$ cat config.mk
export PLATFORM = sky130hd
export DESIGN_NAME = matrix_multiply
export DESIGN_NICKNAME = d
export VERILOG_FILES = /design/src/sv/mm_pkg.sv /design/src/sv/matrix_multiply.sv /design/src/sv/mm_datapath.sv /design/src/sv/mm_ctrl.sv
export VERILOG_INCLUDE_DIRS = /design/src /design/src/sv
export SDC_FILE = /design/constraint.sdc
export NUM_CORES = 2
export LEC_CHECK = 0
export ABC_AREA = 1
export ABC_CLOCK_PERIOD_IN_PS = 6800
export BUFFER_PORTS_ARGS = -buffer_cell sky130_fd_sc_hd__buf_2
export CAP_MARGIN = 5
export CORE_MARGIN = 2
export CORE_UTILIZATION = 30
export CTS_CLUSTER_DIAMETER = 150
export CTS_CLUSTER_SIZE = 12
export DETAILED_ROUTE_END_ITERATION = 6
export PLACE_DENSITY_LB_ADDON = 0.15
export SYNTH_ARGS = -nofsm -noshare
export SYNTH_HDL_FRONTEND = slang
export SYNTH_SLANG_ARGS = --single-unit
$ cat constraint.sdc
create_clock -name clock -period 6.8 [get_ports clock]
set_input_delay 2.04 -clock clock [delete_from_list [all_inputs] [get_ports clock]]
set_output_delay 2.04 -clock clock [all_outputs]
set_load 0.02 [all_outputs]
$ cat src/sv/matrix_multiply_defines.svh
// ----------------------------------------------------------------------------
// matrix_multiply_defines.svh
// Assertion macros for the matrix multiplier. Empty under synthesis.
// ----------------------------------------------------------------------------
`ifndef MATRIX_MULTIPLY_DEFINES_SVH
`define MATRIX_MULTIPLY_DEFINES_SVH

`ifndef SYNTHESIS
// same-cycle implication
`define MM_ASSERT_IMP(label, ante, cons) \
   label: assert property (@(posedge clock) disable iff (reset) (ante) |-> (cons)) \
      else $error("matrix_multiply: same-cycle check failed");
// next-cycle implication
`define MM_ASSERT_NXT(label, ante, cons) \
   label: assert property (@(posedge clock) disable iff (reset) (ante) |=> (cons)) \
      else $error("matrix_multiply: next-cycle check failed");
`else
`define MM_ASSERT_IMP(label, ante, cons)
`define MM_ASSERT_NXT(label, ante, cons)
`endif

`endif

$ cat src/sv/mm_pkg.sv
// ----------------------------------------------------------------------------
// mm_pkg
// Types and fixed constants shared by the matrix multiplier modules.
// ----------------------------------------------------------------------------
`default_nettype none

package mm_pkg;

   localparam int CMD_WIDTH   = 2;
   localparam int IDX_WIDTH   = 3;   // row / column fields
   localparam int DIM_WIDTH   = 4;   // dimension registers
   localparam int VAL_WIDTH   = 16;  // element_value field
   localparam int SUM_WIDTH   = 35;  // product_sum field
   localparam int CSR_IDX_WIDTH = 2;

   typedef enum logic [CMD_WIDTH-1:0] {
      CMD_WRITE_LEFT  = 2'd0,
      CMD_WRITE_RIGHT = 2'd1,
      CMD_COMPUTE     = 2'd2,
      CMD_NOP         = 2'd3
   } mm_op_type;

   localparam logic [CSR_IDX_WIDTH-1:0] CSR_ROWS = 2'd0;
   localparam logic [CSR_IDX_WIDTH-1:0] CSR_COLS = 2'd1;

   // tag carried along the MAC pipeline with each step
   typedef struct packed {
      logic [IDX_WIDTH-1:0] row;
      logic [IDX_WIDTH-1:0] col;
      logic                 first_k;
      logic                 last_k;
      logic                 last_elem;
   } mm_tag_type;

   // controller -> datapath
   typedef struct packed {
      logic                 wr_left;
      logic                 wr_right;
      logic [IDX_WIDTH-1:0] wr_row;
      logic [IDX_WIDTH-1:0] wr_col;
      logic                 issue;
      logic [IDX_WIDTH-1:0] k;
      mm_tag_type           tag;
   } mm_cmd_type;

   // datapath -> controller
   typedef struct packed {
      logic advance;
      logic busy;
   } mm_status_type;

endpackage

`default_nettype wire

$ cat src/sv/matrix_multiply.sv
// ----------------------------------------------------------------------------
// matrix_multiply
// Integer matrix multiplier: loads A and B element by element, emits A x B.
// ----------------------------------------------------------------------------
// Usage: write elements of A (cmd 0) and B (cmd 1) one transaction each. A
// compute transaction (cmd 2) then streams C = A x B in row-major order, one
// rsp transaction per element, rsp_last on the final one. A compute issues
// rows * cols * cols multiply-accumulates (up to 512 at 8 x 8), one per cycle
// while rsp is not back-pressured, and also occupies the block for pipeline
// fill and drain; the single multiplier and the one read port of each operand
// store set that rate. Back-pressure on rsp stalls the whole pipeline. No new
// request is taken until the last result has been taken.
// Dimension registers (csr index 0 rows, 1 cols) are sampled at the start of
// each compute; 0 acts as 1 and values above MAX_DIM act as MAX_DIM. Writes
// with an index at or above MAX_DIM are dropped. The stores are not cleared
// at reset: read only entries that were written. Sums wrap at 35 bits.
// ----------------------------------------------------------------------------
`default_nettype none
`include "matrix_multiply_defines.svh"

module matrix_multiply #(
   parameter int MAX_DIM    = 8,
   parameter int ELEM_WIDTH = 16
) (
   input  logic                                clock,
   input  logic                                reset,
   // request channel
   input  logic                                req_valid,
   output logic                                req_ready,
   input  logic [mm_pkg::CMD_WIDTH-1:0]        req_cmd,
   input  logic [mm_pkg::IDX_WIDTH-1:0]        req_row_index,
   input  logic [mm_pkg::IDX_WIDTH-1:0]        req_col_index,
   input  logic signed [mm_pkg::VAL_WIDTH-1:0] req_element_value,
   // result channel
   output logic                                rsp_valid,
   input  logic                                rsp_ready,
   output logic [mm_pkg::IDX_WIDTH-1:0]        rsp_out_row,
   output logic [mm_pkg::IDX_WIDTH-1:0]        rsp_out_col,
   output logic signed [mm_pkg::SUM_WIDTH-1:0] rsp_product_sum,
   output logic                                rsp_last,
   // configuration channel
   input  logic                                csr_valid,
   output logic                                csr_ready,
   input  logic [mm_pkg::CSR_IDX_WIDTH-1:0]    csr_index,
   input  logic [mm_pkg::DIM_WIDTH-1:0]        csr_data
);
   import mm_pkg::*;

   mm_cmd_type    cmd;
   mm_status_type status;

   // sequencer: csr registers, decode, i/j/k walk
   mm_ctrl #(
      .MAX_DIM (MAX_DIM)
   ) u_ctrl (
      .clock         (clock),
      .reset         (reset),
      .req_valid     (req_valid),
      .req_ready     (req_ready),
      .req_cmd       (req_cmd),
      .req_row_index (req_row_index),
      .req_col_index (req_col_index),
      .csr_valid     (csr_valid),
      .csr_ready     (csr_ready),
      .csr_index     (csr_index),
      .csr_data      (csr_data),
      .status        (status),
      .cmd           (cmd)
   );

   // stores, read -> multiply -> accumulate -> result register
   mm_datapath #(
      .MAX_DIM    (MAX_DIM),
      .ELEM_WIDTH (ELEM_WIDTH)
   ) u_datapath (
      .clock           (clock),
      .reset           (reset),
      .cmd             (cmd),
      .wr_value        (req_element_value),
      .status          (status),
      .rsp_ready       (rsp_ready),
      .rsp_valid       (rsp_valid),
      .rsp_out_row     (rsp_out_row),
      .rsp_out_col     (rsp_out_col),
      .rsp_product_sum (rsp_product_sum),
      .rsp_last        (rsp_last)
   );

   // idle means every result of the previous compute has been taken
   `MM_ASSERT_IMP(a_idle_drained, req_ready, !rsp_valid)
   // a compute transaction locks out further requests
   `MM_ASSERT_NXT(a_compute_busy, req_valid && req_ready && (req_cmd == CMD_COMPUTE), !req_ready)
   // nothing follows the final result
   `MM_ASSERT_NXT(a_last_final, rsp_valid && rsp_ready && rsp_last, !rsp_valid)

endmodule

`default_nettype wire

$ cat src/sv/mm_datapath.sv
// ----------------------------------------------------------------------------
// mm_datapath
// Operand stores, multiply-accumulate pipeline and result register.
// ----------------------------------------------------------------------------
`default_nettype none

module mm_datapath #(
   parameter int MAX_DIM    = 8,
   parameter int ELEM_WIDTH = 16
) (
   input  logic                               clock,
   input  logic                               reset,
   input  mm_pkg::mm_cmd_type                 cmd,
   input  logic [mm_pkg::VAL_WIDTH-1:0]       wr_value,
   output mm_pkg::mm_status_type              status,
   input  logic                               rsp_ready,
   output logic                               rsp_valid,
   output logic [mm_pkg::IDX_WIDTH-1:0]       rsp_out_row,
   output logic [mm_pkg::IDX_WIDTH-1:0]       rsp_out_col,
   output logic signed [mm_pkg::SUM_WIDTH-1:0] rsp_product_sum,
   output logic                               rsp_last
);
   import mm_pkg::*;

   localparam int DEPTH  = MAX_DIM * MAX_DIM;
   localparam int ADDR_W = $clog2(DEPTH);
   localparam int PROD_W = 2 * ELEM_WIDTH;

   logic [ELEM_WIDTH-1:0] left_mem  [DEPTH];
   logic [ELEM_WIDTH-1:0] right_mem [DEPTH];

   logic [ADDR_W-1:0]     wr_addr;
   logic [ADDR_W-1:0]     a_addr;
   logic [ADDR_W-1:0]     b_addr;
   logic [ELEM_WIDTH-1:0] wr_elem;
   logic                  advance;

   logic [ELEM_WIDTH-1:0]    a_ff, b_ff;
   logic                     v1_ff, v2_ff;
   mm_tag_type               tag1_ff, tag2_ff;
   logic signed [PROD_W-1:0] prod_ff;
   logic signed [SUM_WIDTH-1:0] acc_ff, acc_in;

   logic                         out_valid_ff;
   logic [IDX_WIDTH-1:0]         out_row_ff, out_col_ff;
   logic signed [SUM_WIDTH-1:0]  out_sum_ff;
   logic                         out_last_ff;

   // whole pipeline holds while the result register is full and not taken
   assign advance = !out_valid_ff || rsp_ready;

   assign wr_addr = ADDR_W'(cmd.wr_row) * ADDR_W'(MAX_DIM) + ADDR_W'(cmd.wr_col);
   assign a_addr  = ADDR_W'(cmd.tag.row) * ADDR_W'(MAX_DIM) + ADDR_W'(cmd.k);
   assign b_addr  = ADDR_W'(cmd.k) * ADDR_W'(MAX_DIM) + ADDR_W'(cmd.tag.col);
   assign wr_elem = ELEM_WIDTH'($unsigned(wr_value));

   always_ff @(posedge clock) begin
      if (cmd.wr_left) begin
         left_mem[wr_addr] <= wr_elem;
      end
      if (advance) begin
         a_ff <= left_mem[a_addr];
      end
   end

   always_ff @(posedge clock) begin
      if (cmd.wr_right) begin
         right_mem[wr_addr] <= wr_elem;
      end
      if (advance) begin
         b_ff <= right_mem[b_addr];
      end
   end

   assign acc_in = (tag2_ff.first_k ? SUM_WIDTH'(0) : acc_ff) + SUM_WIDTH'(prod_ff);

   always_ff @(posedge clock) begin
      if (reset) begin
         v1_ff        <= 1'b0;
         v2_ff        <= 1'b0;
         out_valid_ff <= 1'b0;
         acc_ff       <= '0;
      end else if (advance) begin
         v1_ff        <= cmd.issue;
         tag1_ff      <= cmd.tag;
         v2_ff        <= v1_ff;
         tag2_ff      <= tag1_ff;
         prod_ff      <= $signed(a_ff) * $signed(b_ff);
         out_valid_ff <= v2_ff && tag2_ff.last_k;
         if (v2_ff) begin
            acc_ff <= acc_in;
         end
         if (v2_ff && tag2_ff.last_k) begin
            out_row_ff  <= tag2_ff.row;
            out_col_ff  <= tag2_ff.col;
            out_sum_ff  <= acc_in;
            out_last_ff <= tag2_ff.last_elem;
         end
      end
   end

   assign status.advance  = advance;
   assign status.busy     = v1_ff || v2_ff || out_valid_ff;

   assign rsp_valid       = out_valid_ff;
   assign rsp_out_row     = out_row_ff;
   assign rsp_out_col     = out_col_ff;
   assign rsp_product_sum = out_sum_ff;
   assign rsp_last        = out_last_ff;

endmodule

`default_nettype wire

$ cat src/sv/mm_ctrl.sv
// ----------------------------------------------------------------------------
// mm_ctrl
// Dimension registers, command decode and the i/j/k sequencer.
// ----------------------------------------------------------------------------
`default_nettype none

module mm_ctrl #(
   parameter int MAX_DIM = 8
) (
   input  logic                             clock,
   input  logic                             reset,
   input  logic                             req_valid,
   output logic                             req_ready,
   input  logic [mm_pkg::CMD_WIDTH-1:0]     req_cmd,
   input  logic [mm_pkg::IDX_WIDTH-1:0]     req_row_index,
   input  logic [mm_pkg::IDX_WIDTH-1:0]     req_col_index,
   input  logic                             csr_valid,
   output logic                             csr_ready,
   input  logic [mm_pkg::CSR_IDX_WIDTH-1:0] csr_index,
   input  logic [mm_pkg::DIM_WIDTH-1:0]     csr_data,
   input  mm_pkg::mm_status_type            status,
   output mm_pkg::mm_cmd_type               cmd
);
   import mm_pkg::*;

   typedef enum logic [1:0] {
      ST_IDLE,
      ST_RUN,
      ST_DRAIN
   } state_type;

   localparam logic [DIM_WIDTH-1:0] DIM_MAX = DIM_WIDTH'(MAX_DIM);

   state_type            state_ff;
   logic [DIM_WIDTH-1:0] rows_ff, cols_ff;
   logic [DIM_WIDTH-1:0] nr_ff, nc_ff;
   logic [IDX_WIDTH-1:0] i_ff, j_ff, k_ff;
   logic [DIM_WIDTH-1:0] nr_in, nc_in;
   logic                 accept, in_range, k_end, j_end, i_end;

   assign req_ready = (state_ff == ST_IDLE);
   assign csr_ready = 1'b1;
   assign accept    = req_valid && req_ready;
   assign in_range  = ({1'b0, req_row_index} < DIM_MAX) && ({1'b0, req_col_index} < DIM_MAX);

   // 0 acts as 1, anything above MAX_DIM as MAX_DIM
   assign nr_in = (rows_ff == '0) ? DIM_WIDTH'(1) : ((rows_ff > DIM_MAX) ? DIM_MAX : rows_ff);
   assign nc_in = (cols_ff == '0) ? DIM_WIDTH'(1) : ((cols_ff > DIM_MAX) ? DIM_MAX : cols_ff);

   assign k_end = ({1'b0, k_ff} == nc_ff - DIM_WIDTH'(1));
   assign j_end = ({1'b0, j_ff} == nc_ff - DIM_WIDTH'(1));
   assign i_end = ({1'b0, i_ff} == nr_ff - DIM_WIDTH'(1));

   always_comb begin
      cmd.wr_left       = accept && (req_cmd == CMD_WRITE_LEFT) && in_range;
      cmd.wr_right      = accept && (req_cmd == CMD_WRITE_RIGHT) && in_range;
      cmd.wr_row        = req_row_index;
      cmd.wr_col        = req_col_index;
      cmd.issue         = (state_ff == ST_RUN);
      cmd.k             = k_ff;
      cmd.tag.row       = i_ff;
      cmd.tag.col       = j_ff;
      cmd.tag.first_k   = (k_ff == '0);
      cmd.tag.last_k    = k_end;
      cmd.tag.last_elem = k_end && j_end && i_end;
   end

   always_ff @(posedge clock) begin
      if (reset) begin
         rows_ff  <= DIM_WIDTH'(8);
         cols_ff  <= DIM_WIDTH'(8);
      end else if (csr_valid && csr_ready) begin
         if (csr_index == CSR_ROWS) begin
            rows_ff <= csr_data;
         end else if (csr_index == CSR_COLS) begin
            cols_ff <= csr_data;
         end
      end
   end

   always_ff @(posedge clock) begin
      if (reset) begin
         state_ff <= ST_IDLE;
         i_ff     <= '0;
         j_ff     <= '0;
         k_ff     <= '0;
         nr_ff    <= DIM_WIDTH'(1);
         nc_ff    <= DIM_WIDTH'(1);
      end else begin
         case (state_ff)
            ST_IDLE: begin
               if (accept && (req_cmd == CMD_COMPUTE)) begin
                  state_ff <= ST_RUN;
                  i_ff     <= '0;
                  j_ff     <= '0;
                  k_ff     <= '0;
                  nr_ff    <= nr_in;
                  nc_ff    <= nc_in;
               end
            end
            ST_RUN: begin
               if (status.advance) begin
                  if (k_end) begin
                     k_ff <= '0;
                     if (j_end) begin
                        j_ff <= '0;
                        i_ff <= i_ff + IDX_WIDTH'(1);
                        if (i_end) begin
                           state_ff <= ST_DRAIN;
                        end
                     end else begin
                        j_ff <= j_ff + IDX_WIDTH'(1);
                     end
                  end else begin
                     k_ff <= k_ff + IDX_WIDTH'(1);
                  end
               end
            end
            ST_DRAIN: begin
               if (!status.busy) begin
                  state_ff <= ST_IDLE;
               end
            end
            default: begin
               state_ff <= ST_IDLE;
            end
         endcase
      end
   end

endmodule

`default_nettype wire
## After elaboration in Yosys (flattened, before gate mapping)

Memory sizes are Yosys's and may differ from the RTL's. A register that Yosys moved wholly into a read port is not among the register bits.
Cells that the tools add are included.

| cells by class | value |
|---|---|
| add/subtract/negate cells | 9 |
| $mul | 1 |
| magnitude comparators | 2 |
| equality and inequality tests | 14 |
| multiplexer cells | 28 |
| bitwise gates (word level) | 2 |
| reductions and logical operators | 28 |

Operators by type and width:

| cell | number |
|---|---|
| adder 35 x 32 -> 35 bit | 1 |
| two-way mux 35 bit | 1 |
| multiplier 16 x 16 -> 32 bit | 1 |
| two-way mux 3 bit | 9 |
| adder 6 x 3 -> 6 bit | 3 |
| one-hot mux 3 bit (2 select lines) | 3 |
| two-way mux 4 bit | 4 |
| == test 3 x 4 -> 1 bit | 3 |
| two-way mux 2 bit | 6 |
| != test 2 bit, second input constant | 6 |
| adder 3 x 1 -> 3 bit, second input constant | 3 |
| AND reduction 3 bit | 3 |
| > comparator 4 bit, second input constant | 2 |
| zero test 4 bit | 2 |
| AND reduction 2 bit | 4 |
| subtractor 4 x 1 -> 4 bit, second input constant | 2 |
| logical AND 1 bit | 7 |
| == test 2 x 1 -> 1 bit, second input constant | 3 |
| zero test 2 bit | 3 |
| one-hot mux 2 bit (3 select lines) | 1 |
| AND reduction 6 bit | 1 |
| AND reduction 5 bit | 1 |
| == test 2 bit, second input constant | 2 |
| two-way mux 1 bit | 4 |
| 6 further kinds | 9 |

| word-level totals | value |
|---|---|
| register bits after elaboration | 157 |
| RAM bits | 2048 |
| input port bits | 35 |
| output and inout port bits | 45 |
| logic and storage cells | 113 |
| memories kept | 2 |

Memory list:

| name | words | bits a word | read ports | clocked after Yosys merged registers in | write ports | line | text |
|---|---|---|---|---|---|---|---|
| u_datapath.left_mem | 64 | 16 | 1 | 1 | 1 | mm_datapath.sv:29 | `logic [ELEM_WIDTH-1:0] left_mem [DEPTH];` |
| u_datapath.right_mem | 64 | 16 | 1 | 1 | 1 | mm_datapath.sv:30 | `logic [ELEM_WIDTH-1:0] right_mem [DEPTH];` |

## Depth between registers and ports, before layout

| depth | value |
|---|---|
| depth after elaboration | 7 |
| gate-level depth with buffers | 27 |
| gate-level depth less buffers | 25 |

## Hierarchy

From an unflattened synthesis, not the netlist that was laid out.

| unflattened totals | value |
|---|---|
| cells, all modules | 8851 |
| area total of the unflattened synthesis | 101250.9 µm² |

Modules (own cells, without submodules):

| module | times used | cells an instance | area an instance (µm²) | sequential area each (µm²) |
|---|---|---|---|---|
| mm_datapath | 1 | 8602 | 99628.1 | 65983.3 |
| mm_ctrl | 1 | 249 | 1622.8 | 540.5 |

## Worst setup path before layout

Ideal clock, no wire load.

| path | value |
|---|---|
| kind | input to register |
| start point | in reset |
| end point | reg u_datapath.out_last_ff, in the netlist u_datapath.rsp_last, enable pin |
| setup time | 441 ps |
| arrival time | 6538 ps |
| data required time | 6359 ps |
| slack | -179 ps |
| stages on the path | 4 |
| path buffers | 1 |
| path through | clkbuf_1 > nor2_1 > inv_1 > nor2_1 |

| on the way | value |
|---|---|
| longest elaborated chain between the ends | 2 |

Ends and longest elaborated chain:

| what | line | text |
|---|---|---|
| start, declared | matrix_multiply.sv:26 | `input logic reset,` |
| NOT 1 bit (no source line) | n/a |  |
| AND reduction 3 bit (no source line) | n/a |  |
| end signal, assigned | mm_datapath.sv:97 | `out_last_ff <= tag2_ff.last_elem;` |
| end, declared | mm_datapath.sv:47 | `logic out_last_ff;` |

Every way passes these cells.
A chain may end at the register's enable or synchronous reset.

## Worst setup path in the final report

| path | value |
|---|---|
| start point | reg u_datapath.a_ff[11], read port of u_datapath.left_mem |
| end point | reg u_datapath.prod_ff[22] (data pin) |

| on the way | value |
|---|---|
| longest elaborated chain between the ends | 1 |

Ends and longest elaborated chain:

| what | line | text |
|---|---|---|
| start, declared | mm_datapath.sv:38 | `logic [ELEM_WIDTH-1:0] a_ff, b_ff;` |
| multiplier 16 x 16 -> 32 bit | mm_datapath.sv:88 | `prod_ff <= $signed(a_ff) * $signed(b_ff);` |
| end signal, assigned | mm_datapath.sv:88 |  |
| end, declared | mm_datapath.sv:41 | `logic signed [PROD_W-1:0] prod_ff;` |

Every way passes these cells.

==> results.sh <==
export IMPL_hold_buffers=0
export IMPL_dieHeight_um=584.0
export IMPL_finClkSkew_ns=0.06472
export IMPL_min_path_type="reg -> reg"
export IMPL_vias_per_cell=5.030
export IMPL_setup_tns_ns=0
export IMPL_clockRootBuffer="clkbuf_16"
export IMPL_maxCapViolCount=0
export IMPL_coreArea_um2=334200
export IMPL_drc_errors=0
export IMPL_num_io_pins=80
export IMPL_worst_ep_required_time_ns=7.44
export IMPL_fin_crit_sh=0.9070
export IMPL_synth_top_area_frac=0.6463
export IMPL_synth_nets=9259
export IMPL_final_cell_mix="2,172 x edfxtp_1, 1,419 x nand2_1, 1,235 x nor2_1, 755 x o21ai_0, 635 x inv_1"
export IMPL_path_class="reg -> reg"
export IMPL_grt_max_degree=230
export IMPL_htree_levels=4
export IMPL_row_count=212
export IMPL_detail_route_antenna_nets=0
export IMPL_max_freq_mhz=162.1
export IMPL_synth_area_leaders="edfxtp_1 65%, nand2_1 5.3%, fa_1 5.2%"
export IMPL_post_cts_buffers=0
export IMPL_drt_iter0_drc=6132
export IMPL_hpwl_mm=196.1
export IMPL_clk_pin_slew_ns=0.07
export IMPL_yosys_warnings=0
export IMPL_clock_latency_ns=0.94
export IMPL_globalplace_congestion=0.8724
export IMPL_dr_pass1_iters=6
export IMPL_numCtsBuffers=208
export IMPL_cp_max_fo=16
export IMPL_start_util=0.3019
export IMPL_grt_pass1_wl_mm=469.4
export IMPL_fin_util=0.3364
export IMPL_fin_crit_ns=6.168
export IMPL_gr_total_overflow=0
export IMPL_clock_sinks=2237
export IMPL_dpl_cell_area_um2=106900
export IMPL_syn_inst=8839
export IMPL_ys_ff_latch=2237
export IMPL_drive_above_1_share=0.07461
export IMPL_r2r_slack_ns=0.63
export IMPL_cp_end_kind="flip-flop"
export IMPL_ys_seq_area_frac=0.6592
export IMPL_fin_area_um2=112400
export IMPL_synth_area_um2=100900
export IMPL_die_x_um=584.0
export IMPL_worstPathArrival_ns=6.81
export IMPL_rsz0062_at_grt="no"
export IMPL_status="completed"
export IMPL_finalWirelength_mm=323.4
export IMPL_detail_route_wl_per_cell_um=24.37
export IMPL_portBuffers=78
export IMPL_nets=9256
export IMPL_multi_input_area_um2=29910
export IMPL_tightest_slew_ns=1.284
export IMPL_start_kind="flip-flop"
export IMPL_grt_use_total=0.1859
export IMPL_maxSlewViolCount=0
export IMPL_relSlewSlack=0.1428
export IMPL_num_fill_cells=33360
export IMPL_place_inst=13010
export IMPL_antenna_found_initial=19
export IMPL_layout_commonest_cell="edfxtp_1"
export IMPL_clockBufferDepth=4
export IMPL_post_cts_resized=0
export IMPL_syn_area_per_cell_um2=11.42
export IMPL_synthToLayoutAreaGrowth_pct=11.42
export IMPL_tritoncts="yes"
export IMPL_instances_no_fill=13270
export IMPL_yosysUniqueCellTypes=44
export IMPL_num_vias=66760
export IMPL_finalSetupViolations=0
export IMPL_finalHoldViolations=0
export IMPL_synth_area_leader_cell="edfxtp_1"
export IMPL_die_area_um2=341000
export IMPL_grt_pass1_vias=65980
export IMPL_regArea_um2=66550
[critical path, stage by stage, from the launching register on]
cell and delay [ns]:
edfxtp_1 0.83, nand2_1 0.18, fa_1 0.57, inv_1 0.06, fa_1 0.48, fa_1 0.63
fa_1 0.45, fa_1 0.49, inv_1 0.05, fa_1 0.47, inv_1 0.04, ha_1 0.34
nand2_1 0.10, inv_1 0.10, nand2_1 0.13, nor2_1 0.45, nand4_1 0.25, nand3_1 0.20
xor2_1 0.08
[cell families after synthesis]
group / share of synthesized area
simple gates: 0.1271
flops: 0.6592
compound gates: 0.09373
buf+inv: 0.04719
fa+ha+maj: 0.06730
xor+xnor: 0.005381
other cells: 0.00003716
[registers in the layout (all words and copies together) (netlist names), 2 cells and up]
register / count
u_datapath.tag2_ff: 9
u_ctrl.cols_ff: 4
u_datapath.rsp_out_row: 3
u_datapath.right_mem: 1024
u_datapath.tag1_ff: 9
u_ctrl.rows_ff: 4
u_datapath.a_ff: 16
u_datapath.rsp_product_sum: 35
u_ctrl.j_ff: 3
u_ctrl.state_ff: 2
u_datapath.rsp_out_col: 3
u_ctrl.i_ff: 3
u_datapath.left_mem: 1024
u_ctrl.nr_ff: 4
u_datapath.acc_ff: 35
u_datapath.prod_ff: 32
u_ctrl.nc_ff: 4
u_ctrl.k_ff: 3
u_datapath.b_ff: 16
[routing by layer]
| metal | global-route usage | routed length, µm | vias to the layer above |
|---|---|---|---|
| li1 | - | - | 30660 |
| met1 | 0.2553 | 144800 | 34040 |
| met2 | 0.3098 | 154000 | 1674 |
| met3 | 0.02029 | 15260 | 384 |
| met4 | 0.05400 | 9388 | 6 |
| met5 | 0 | 39 | - |
[cell type report]
cell class              count  area share
inverters                 647     0.02213
well taps                4387     0.04882
diodes                     11   0.0002448
multi-input cells        5426      0.2660
flip-flops and latches   2237      0.5918
repair buffers            316     0.02192
clock buffers             237     0.04764
clock inverters            10    0.001391
[final timing paths]
check	cells after the start	startpoint	end
max	18	u_datapath.a_ff[11]	u_datapath.prod_ff[22]
min reg2reg	0	u_datapath.tag1_ff[7]	u_datapath.tag2_ff[7]
min	0	u_datapath.tag1_ff[7]	u_datapath.tag2_ff[7]
max reg2reg	18	u_datapath.a_ff[11]	u_datapath.prod_ff[22]
[synth_stat cells]
| cell | count |
|---|---|
| a21o_1 | 3 |
| buf_4 | 35 |
| nand3b_1 | 2 |
| dfxtp_1 | 65 |
| buf_2 | 109 |
| fa_1 | 263 |
| a21oi_1 | 108 |
| inv_2 | 5 |
| o211ai_1 | 6 |
| o21ai_0 | 755 |
| o21a_1 | 1 |
| o21ai_1 | 336 |
| xnor2_1 | 19 |
| or2_2 | 8 |
| inv_6 | 1 |
| nor2_2 | 1 |
| nor3_1 | 31 |
| inv_1 | 639 |
| clkinv_1 | 2 |
| nor2_1 | 1326 |
| buf_6 | 10 |
| conb_1 | 1 |
| o311ai_0 | 1 |
| o21bai_1 | 12 |
| o221ai_1 | 1 |
| a22oi_1 | 1 |
| a211oi_1 | 3 |
| a31oi_1 | 1 |
| nor2_4 | 2 |
| o21ai_2 | 1 |
| nand3_2 | 1 |
| ha_1 | 122 |
| buf_1 | 36 |
| clkbuf_1 | 339 |
| o31ai_1 | 1 |
| a21boi_0 | 1 |
| o22ai_1 | 514 |
| and3_1 | 2 |
| nand3_1 | 403 |
| nand4_1 | 22 |
| and2_1 | 16 |
| nand2_1 | 1419 |
| xor2_1 | 43 |
| edfxtp_1 | 2172 |
[stage by stage]
step / hold WS (ns) / setup slack, ns
global placement: 0.4007 / 0.5881
finish: 0.4220 / 0.6321
CTS: 0.4204 / 0.6167
detailed placement: 0.4054 / 0.6395
floorplan: 0.4003 / 0.7189
global route: 0.4277 / 0.3638
Power is left out: the tool's default activity adds up to more than one toggle a clock period on the data nets, which glitch-free logic cannot reach.
